File: src/design/tmwf_pkg.sv
`timescale 1ns / 1ps

package tmwf_pkg;

  // window geometry
  localparam int WINDOW     = 10;
  localparam int MEAN_SHIFT = 3;

  localparam int SAMPLE_W = 24;
  localparam int GAIN_W   = 24;
  localparam int OFFSET_W = 32;
  localparam int UV_W     = 32;
  localparam int Q_SHIFT  = 16;

  localparam int IDX_W  = (WINDOW > 1) ? $clog2(WINDOW) : 1;
  localparam int SUM_W  = SAMPLE_W + $clog2(WINDOW);
  localparam int PROD_W = SAMPLE_W + GAIN_W;
  // product plus sign-extended offset, one guard bit and one sign bit
  localparam int TOTAL_W = PROD_W + 2;

  localparam logic [SAMPLE_W-1:0] SAMPLE_MAX = '1;

  // configuration port
  localparam int ADDR_W = 3;
  localparam int DATA_W = 32;

  localparam logic [0:0] REG_GAIN   = 1'b0;
  localparam logic [0:0] REG_OFFSET = 1'b1;

  localparam logic [GAIN_W-1:0]   GAIN_RESET   = 24'd63989;
  localparam logic [OFFSET_W-1:0] OFFSET_RESET = 32'd15433728;

  // controller to datapath commands
  typedef struct packed {
    logic             wr_sample;
    logic             scan_en;
    logic             scan_first;
    logic [IDX_W-1:0] scan_idx;
    logic             trim_en;
    logic             mul_en;
    logic             out_load;
  } tmwf_cmd_t;

endpackage

File: src/design/tmwf_ctrl.sv
`timescale 1ns / 1ps

module tmwf_ctrl (
  input  logic                 clk,
  input  logic                 rst,
  input  logic                 in_valid,
  output logic                 in_stall,
  output logic                 out_valid,
  input  logic                 out_stall,
  output tmwf_pkg::tmwf_cmd_t  cmd
);

  localparam logic [2:0] S_IDLE = 3'd0;
  localparam logic [2:0] S_SCAN = 3'd1;
  localparam logic [2:0] S_TRIM = 3'd2;
  localparam logic [2:0] S_MUL  = 3'd3;
  localparam logic [2:0] S_FIN  = 3'd4;

  localparam logic [tmwf_pkg::IDX_W-1:0] LAST_IDX =
    tmwf_pkg::IDX_W'(tmwf_pkg::WINDOW - 1);

  logic [2:0]                 state;
  logic [2:0]                 state_next;
  logic [tmwf_pkg::IDX_W-1:0] idx;
  logic [tmwf_pkg::IDX_W-1:0] idx_next;
  logic                       out_free;
  logic                       accept;

  assign in_stall = (state != S_IDLE);
  assign accept   = in_valid && (state == S_IDLE);
  // output register can take a new result
  assign out_free = !out_valid || !out_stall;

  always_comb begin
    state_next = state;
    idx_next   = idx;
    unique case (state)
      S_IDLE: begin
        idx_next = '0;
        if (accept) begin
          state_next = S_SCAN;
        end
      end
      S_SCAN: begin
        if (idx == LAST_IDX) begin
          state_next = S_TRIM;
        end else begin
          idx_next = idx + 1'b1;
        end
      end
      S_TRIM: state_next = S_MUL;
      S_MUL:  state_next = S_FIN;
      S_FIN: begin
        if (out_free) begin
          state_next = S_IDLE;
        end
      end
      default: state_next = S_IDLE;
    endcase
  end

  always_comb begin
    cmd            = '0;
    cmd.wr_sample  = accept;
    cmd.scan_en    = (state == S_SCAN);
    cmd.scan_first = (state == S_SCAN) && (idx == '0);
    cmd.scan_idx   = idx;
    cmd.trim_en    = (state == S_TRIM);
    cmd.mul_en     = (state == S_MUL);
    cmd.out_load   = (state == S_FIN) && out_free;
  end

  always_ff @(posedge clk) begin
    if (rst) begin
      state     <= S_IDLE;
      idx       <= '0;
      out_valid <= 1'b0;
    end else begin
      state <= state_next;
      idx   <= idx_next;
      if (cmd.out_load) begin
        out_valid <= 1'b1;
      end else if (!out_stall) begin
        out_valid <= 1'b0;
      end
    end
  end

endmodule

File: src/design/tmwf_dp.sv
`timescale 1ns / 1ps

module tmwf_dp (
  input  logic                                 clk,
  input  logic                                 rst,
  input  tmwf_pkg::tmwf_cmd_t                  cmd,
  input  logic [tmwf_pkg::SAMPLE_W-1:0]        sample,
  input  logic [tmwf_pkg::GAIN_W-1:0]          gain_q16,
  input  logic signed [tmwf_pkg::OFFSET_W-1:0] offset_q16,
  output logic [tmwf_pkg::SAMPLE_W-1:0]        mean_code,
  output logic [tmwf_pkg::UV_W-1:0]            microvolts
);

  localparam logic [tmwf_pkg::IDX_W-1:0] LAST_IDX =
    tmwf_pkg::IDX_W'(tmwf_pkg::WINDOW - 1);

  logic [tmwf_pkg::SAMPLE_W-1:0] window [tmwf_pkg::WINDOW];
  logic [tmwf_pkg::IDX_W-1:0]    slot;

  logic [tmwf_pkg::SUM_W-1:0]    sum;
  logic [tmwf_pkg::SAMPLE_W-1:0] hi;
  logic [tmwf_pkg::SAMPLE_W-1:0] lo;
  logic [tmwf_pkg::SAMPLE_W-1:0] mean;
  logic [tmwf_pkg::PROD_W-1:0]   prod;

  logic [tmwf_pkg::SAMPLE_W-1:0]       rd;
  logic [tmwf_pkg::SUM_W-1:0]          trimmed;
  logic [tmwf_pkg::SUM_W-1:0]          shifted;
  logic [tmwf_pkg::SAMPLE_W-1:0]       mean_next;
  logic signed [tmwf_pkg::TOTAL_W-1:0] total;
  logic [tmwf_pkg::UV_W-1:0]           uv_next;

  assign rd = window[cmd.scan_idx];

  // sum never underflows: it contains both extremes
  assign trimmed   = sum - tmwf_pkg::SUM_W'(hi) - tmwf_pkg::SUM_W'(lo);
  assign shifted   = trimmed >> tmwf_pkg::MEAN_SHIFT;
  assign mean_next = (shifted > tmwf_pkg::SUM_W'(tmwf_pkg::SAMPLE_MAX)) ?
                     tmwf_pkg::SAMPLE_MAX : shifted[tmwf_pkg::SAMPLE_W-1:0];

  assign total = $signed({2'b00, prod}) +
                 tmwf_pkg::TOTAL_W'(offset_q16);

  // clamp at zero and at the top of the 32-bit range
  always_comb begin
    if (total[tmwf_pkg::TOTAL_W-1]) begin
      uv_next = '0;
    end else if (total[tmwf_pkg::TOTAL_W-2]) begin
      uv_next = '1;
    end else begin
      uv_next = total[tmwf_pkg::Q_SHIFT +: tmwf_pkg::UV_W];
    end
  end

  always_ff @(posedge clk) begin
    if (rst) begin
      slot <= '0;
      for (int k = 0; k < tmwf_pkg::WINDOW; k++) begin
        window[k] <= '0;
      end
    end else if (cmd.wr_sample) begin
      window[slot] <= sample;
      slot         <= (slot >= LAST_IDX) ? '0 : slot + 1'b1;
    end
  end

  // one stored sample per cycle through the running sum, max and min
  always_ff @(posedge clk) begin
    if (cmd.scan_en) begin
      if (cmd.scan_first) begin
        sum <= tmwf_pkg::SUM_W'(rd);
        hi  <= rd;
        lo  <= rd;
      end else begin
        sum <= sum + tmwf_pkg::SUM_W'(rd);
        if (rd > hi) begin
          hi <= rd;
        end
        if (rd < lo) begin
          lo <= rd;
        end
      end
    end
  end

  always_ff @(posedge clk) begin
    if (cmd.trim_en) begin
      mean <= mean_next;
    end
    if (cmd.mul_en) begin
      prod <= mean * gain_q16;
    end
    if (cmd.out_load) begin
      mean_code  <= mean;
      microvolts <= uv_next;
    end
  end

endmodule

File: src/design/trimmed_mean_window_filter.sv
`timescale 1ns / 1ps

// trimmed mean window filter: every accepted sample overwrites the oldest of
// ten stored samples (all zero after reset, and those zeros count until
// overwritten), then the window is scanned one stored sample per cycle through
// a single read port for the sum, the largest and the smallest value; one of
// each extreme is dropped, the rest is shifted right by three (saturating at
// 24 bits) to give mean_code, and microvolts = (mean * gain_q16 + offset_q16)
// >> 16, clamped to 0 .. 2^32-1. one sample is in work at a time: after
// acceptance it passes through the scan of every stored sample, trim,
// multiply, and offset and clamp before the next can be accepted, and it
// waits longer only while the previous result still sits stalled in the output
// register. registers: gain_q16 at byte address 0 (unsigned q16, reset 63989)
// and offset_q16 at byte address 4 (signed q16, reset 15433728); write them
// only while no transaction is in flight.
module trimmed_mean_window_filter (
  input  logic                                clk,
  input  logic                                rst,
  // sample channel
  input  logic                                in_valid,
  output logic                                in_stall,
  input  logic [tmwf_pkg::SAMPLE_W-1:0]       sample,
  // result channel
  output logic                                out_valid,
  input  logic                                out_stall,
  output logic [tmwf_pkg::SAMPLE_W-1:0]       mean_code,
  output logic [tmwf_pkg::UV_W-1:0]           microvolts,
  // register port
  input  logic                                psel,
  input  logic                                penable,
  input  logic                                pwrite,
  input  logic [tmwf_pkg::ADDR_W-1:0]         paddr,
  input  logic [tmwf_pkg::DATA_W-1:0]         pwdata,
  output logic [tmwf_pkg::DATA_W-1:0]         prdata,
  output logic                                pready
);

  tmwf_pkg::tmwf_cmd_t cmd;

  logic [tmwf_pkg::GAIN_W-1:0]          gain_q16;
  logic signed [tmwf_pkg::OFFSET_W-1:0] offset_q16;
  logic [0:0]                           reg_idx;
  logic                                 reg_wr;

  // registers sit on 4-byte boundaries, no wait states
  assign pready  = 1'b1;
  assign reg_idx = paddr[2];
  assign reg_wr  = psel && penable && pwrite && pready;

  always_ff @(posedge clk) begin
    if (rst) begin
      gain_q16   <= tmwf_pkg::GAIN_RESET;
      offset_q16 <= tmwf_pkg::OFFSET_RESET;
    end else if (reg_wr) begin
      unique case (reg_idx)
        tmwf_pkg::REG_GAIN:   gain_q16   <= pwdata[tmwf_pkg::GAIN_W-1:0];
        tmwf_pkg::REG_OFFSET: offset_q16 <= pwdata[tmwf_pkg::OFFSET_W-1:0];
        default: ;
      endcase
    end
  end

  // read back; gain is zero-extended
  always_comb begin
    unique case (reg_idx)
      tmwf_pkg::REG_GAIN:   prdata = tmwf_pkg::DATA_W'(gain_q16);
      tmwf_pkg::REG_OFFSET: prdata = offset_q16;
      default:              prdata = '0;
    endcase
  end

  // sequencer: accept, scan, trim, multiply, finish
  tmwf_ctrl u_ctrl (
    .clk       (clk),
    .rst       (rst),
    .in_valid  (in_valid),
    .in_stall  (in_stall),
    .out_valid (out_valid),
    .out_stall (out_stall),
    .cmd       (cmd)
  );

  // sample window, scan accumulators, scaling and result register
  tmwf_dp u_dp (
    .clk        (clk),
    .rst        (rst),
    .cmd        (cmd),
    .sample     (sample),
    .gain_q16   (gain_q16),
    .offset_q16 (offset_q16),
    .mean_code  (mean_code),
    .microvolts (microvolts)
  );

  // an accepted transaction keeps the block busy on the next cycle
  a_busy_after_accept: assert property (@(posedge clk) disable iff (rst)
    (in_valid && !in_stall) |=> in_stall)
    else $error("input not stalled after an accepted transaction");

  // the scan starts right after a transaction is accepted
  a_scan_follows_accept: assert property (@(posedge clk) disable iff (rst)
    cmd.scan_first |-> $past(in_valid && !in_stall))
    else $error("window scan started without an accepted transaction");

  // a loaded result is presented on the next cycle
  a_load_shows_result: assert property (@(posedge clk) disable iff (rst)
    cmd.out_load |=> out_valid)
    else $error("result loaded but not presented");

  // results are never loaded during the scan
  a_no_load_in_scan: assert property (@(posedge clk) disable iff (rst)
    cmd.scan_en |-> !cmd.out_load)
    else $error("result loaded while the window scan is running");

endmodule
File: config.mk
export PLATFORM = sky130hd
export DESIGN_NAME = trimmed_mean_window_filter
export DESIGN_NICKNAME = d
export VERILOG_FILES = /design/src/design/tmwf_pkg.sv /design/src/design/tmwf_ctrl.sv /design/src/design/tmwf_dp.sv /design/src/design/trimmed_mean_window_filter.sv
export SDC_FILE = /design/constraint.sdc
export NUM_CORES = 2
export LEC_CHECK = 0
export ABC_AREA = 1
export BUFFER_PORTS_ARGS = -buffer_cell sky130_fd_sc_hd__buf_4
export CORE_MARGIN = 1.5
export CORE_UTILIZATION = 45
export CTS_BUF_LIST = sky130_fd_sc_hd__clkbuf_4 sky130_fd_sc_hd__clkbuf_8
export DETAILED_ROUTE_END_ITERATION = 12
export REMOVE_ABC_BUFFERS = 1
export SLEW_MARGIN = 20
export SYNTH_ARGS = -nofsm -noshare
export SYNTH_HDL_FRONTEND = slang
export SYNTH_HIERARCHICAL = 1
export SYNTH_SLANG_ARGS = --single-unit
File: constraint.sdc
create_clock -name clk -period 12.15 [get_ports clk]
set_input_delay 1.215 -clock clk [delete_from_list [all_inputs] [get_ports clk]]
set_output_delay 1.215 -clock clk [all_outputs]
set_load 0.02 [all_outputs]
==> results.sh <==
export IMPL_grt_max_degree=153
export IMPL_grt_pass1_wl_um=236000
export IMPL_wl_um=153000
export IMPL_fin_area_um2=58500
export IMPL_min_path_cells=2
export IMPL_synth_area_leaders="edfxtp_1 (33%), fa_1 (19%), nand2_1 (9.0%)"
export IMPL_period_needed_ns=7.08
export IMPL_path_delay_family="adder cells"
export IMPL_post_route_drc_count=0
export IMPL_synthCells=6083
export IMPL_hold_viol_final=0
export IMPL_ys_warn_count=6
export IMPL_postCtsSetupRepairBufs=0
export IMPL_critPathBufInv=6
export IMPL_drt_initial_drc_count=3015
export IMPL_vias=41200
export IMPL_syn2layout_area_growth_pct=9.62
export IMPL_cts_buffer_depth=3
export IMPL_slew_limit_headroom=0.356
export IMPL_cp_max_fo=13
export IMPL_placed_cell_area_um2=56100
export IMPL_grt_pass1_vias=41600
export IMPL_start_kind="flop"
export IMPL_synth_top_cell_area_share=0.331
export IMPL_cts_sinks=656
export IMPL_async_reset_ff_frac=0
export IMPL_timing_rr_start="u_dp/mean[19]$_SDFFCE_PN1P_"
export IMPL_r2r_cells=24
export IMPL_min_to="gain_q16[13]$_SDFFE_PP1P_"
export IMPL_worst_ep_arrival_time_ns=7.67
export IMPL_drive_above_1_share=0.0789
export IMPL_critical_path_max_stage_delay_ns=0.69
export IMPL_crit_type="reg -> reg"
export IMPL_pre_cts_slack_ns=5.11
export IMPL_final_antenna_net_count=0
export IMPL_die_h_um=347
export IMPL_synth_top_area_cell="edfxtp_1"
export IMPL_finalCritPeriodShare=0.582
export IMPL_gp_congestion=0.956
export IMPL_cts_htree_levels=3
export IMPL_cpMostUsedCell="fa_1"
export IMPL_slowest_stage="edfxtp_1"
export IMPL_cts_hold_buffers=0
export IMPL_port_buffers=153
export IMPL_cp_required_ns=12.74
export IMPL_start_util=0.453
export IMPL_yosys_register_bits=656
export IMPL_seq_area_frac_synth=0.357
export IMPL_clock_latency_ns=0.87
export IMPL_avgSynthCellArea_um2=8.77
export IMPL_yosysUniqueCellTypes=53
export IMPL_grt_overflow=0
export IMPL_fin_worst_skew_ns=0.0670
export IMPL_design_core_area_um2=118000
export IMPL_grt_use_total=0.254
export IMPL_cts_buffers=113
export IMPL_rsz0062_at_grt="no"
export IMPL_cts_tree="yes"
export IMPL_fmax_ghz=0.141
export IMPL_dieWidth_um=347
export IMPL_setup_tns_ns=0
export IMPL_finalNetCount=7101
export IMPL_synth_top_flop_cell="edfxtp_1"
export IMPL_finalMaxSlewViolations=0
export IMPL_run_status="finished, final reports clean"
export IMPL_hp_class="reg -> reg"
export IMPL_wl_per_cell_um=19.5
export IMPL_critPathCaptureType="flop"
export IMPL_syn_area_um2=53300
export IMPL_root_buffer="clkbuf_8"
export IMPL_antenna_found_initial=3
export IMPL_dr_pass1_iters=5
export IMPL_row_count=126
export IMPL_hpwl_um=107000
export IMPL_hp_start="gain_q16[13]$_SDFFE_PP1P_"
export IMPL_die_area_um2=121000
export IMPL_setup_slack_ns=5.07
export IMPL_tightest_slew_ns=0.964
export IMPL_clkSlewWorstSetupHoldPaths_ns=0.06
export IMPL_cp_cell_sequence="buf_4 -> nand2_1 -> inv_1 -> fa_1 -> fa_1 -> inv_1 -> fa_1 -> fa_1 -> inv_1 -> fa_1 -> fa_1 -> inv_1 -> fa_1 -> inv_1 -> ha_1 -> a21oi_1 -> o21ai_0 -> a21boi_0 -> nand2_1 -> a21oi_1 -> o21ai_0 -> nand2_1 -> nand2_1 -> xor2_1"
export IMPL_synth_edf_count=588
export IMPL_r2r_slack_ns=5.07
export IMPL_io_pins=157
export IMPL_viasPerCell=5.25
export IMPL_setup_viol=0
export IMPL_postCtsResizedCells=0
export IMPL_drv_cap=0
export IMPL_regToRegEndpoint="u_dp/prod[41]$_DFFE_PP_"
==> cells by family (layout without fill, tap and decap cells) <==
group                      count (synthesis)  count (layout)  share of synthesized area
other                                      1               7                  0.0000703
buffers and inverters                   1437            1653                      0.104
xor gates and xnor gates                 114             114                     0.0189
adders and majority gates                830             830                      0.266
DFF                                      656             656                      0.357
AOI/OAI and AO/OA                        781             781                     0.0860
and+or+nand+nor                         2264            2264                      0.169
==> metal layers <==
layer	vias up	part of all wire	GRT usage
li1	19500	-	-
met1	20100	0.42	0.332
met2	1368	0.49	0.436
met3	264	0.064	0.0355
met4	0	0.028	0.0789
met5	-	0	0
==> sequential cells by signal, summed over array words and instances, names as in the netlist, 4 cells and up <==
register	count
u_dp/mean	24
u_ctrl/idx	4
offset_q16	32
u_dp/sum	28
u_dp/hi	24
u_dp/prod	48
gain_q16	24
u_dp/lo	24
u_dp/microvolts	32
u_dp/window	384
u_dp/mean_code	24
u_dp/slot	4
==> cell usage in the layout, fill, tap and decap left out, drive strengths merged <==
master,count
o31a,1
nor3,24
o211ai,28
inv,1203
bufinv,4
buf,244
a21oi,229
ha,324
clkbuf,152
diode,6
a21boi,9
o221ai,73
o21ai,318
nor4,21
xor2,66
nand2,1297
o21a,22
clkinv,48
a21o,22
edfxtp,588
a32oi,1
nor2,728
nand4,26
fa,506
a211oi,6
a22oi,3
o22ai,23
conb,1
nand3,162
and3,3
or2,1
a31oi,28
xnor2,48
clkinvlp,2
nand3b,2
o32ai,1
dfxtp,68
o21bai,17
==> worst max-delay path by stage <==
stage / endpoint / cells past startpoint / from
5_1_grt: u_dp/prod[41]$_DFFE_PP_ / 24 / u_dp/mean[19]$_SDFFCE_PN1P_
3_3_place_gp: u_dp/prod[44]$_DFFE_PP_ / 25 / u_dp/mean[19]$_SDFFCE_PN1P_
2_1_floorplan: u_dp/hi[0]$_DFFE_PP_ / 12 / u_ctrl/idx[0]$_SDFFE_PP0P_
3_5_place_dp: u_dp/prod[41]$_DFFE_PP_ / 24 / u_dp/mean[19]$_SDFFCE_PN1P_
4_1_cts: u_dp/prod[41]$_DFFE_PP_ / 24 / u_dp/mean[19]$_SDFFCE_PN1P_
6_report: u_dp/prod[41]$_DFFE_PP_ / 24 / u_dp/mean[19]$_SDFFCE_PN1P_
==> worst reg2reg max path, delay by kind of cell (launching register included) <==
kind	cells	cell delay (ns)
XOR/XNOR	1	0.16
flip-flops	1	0.69
AO/OA/AOI/OAI	5	1.09
buffers and inverters	6	0.71
AND/OR/NAND/NOR	4	0.34
adder cells (fa/ha/maj)	8	3.87
==> per-stage QoR <==
step | cells | hold WS (ns) | utilization
floorplan | 5846 | 0.457 | -
CTS | 7835 | 0.477 | 0.496
global route | 7841 | 0.501 | 0.497
finish | 7841 | 0.470 | 0.497
detailed placement | 7626 | 0.462 | 0.477
global placement | 7626 | 0.445 | 0.477
==> area by class of cell <==
type,count,area [um2]
Antenna cell,6,15.0
Clock buffer,152,1870
Clock inverter,57,452
Fill cell,11200,59300
Inverter,1200,4510
Multi-Input combinational cell,3990,28800
Sequential cell,656,19000
Tap cell,1536,1920
Timing Repair Buffer,244,1840
==> synthesized netlist by cell type (all sizes together) (2+ instances only) <==
master	number
o211ai	28
nor2	728
nand4	26
ha	324
and3	3
dfxtp	68
inv	1200
nor4	21
o21a	22
o221ai	73
o21bai	17
a22oi	3
nand3b	2
fa	506
a21boi	9
clkbuf	185
o21ai	318
a211oi	6
o22ai	23
nand3	162
xnor2	48
edfxtp	588
a31oi	28
buf	52
a21oi	229
nand2	1297
a21o	22
xor2	66
nor3	24
Power is left out: the tool's default activity adds up to more than one toggle a clock period on the data nets, which glitch-free logic cannot reach.
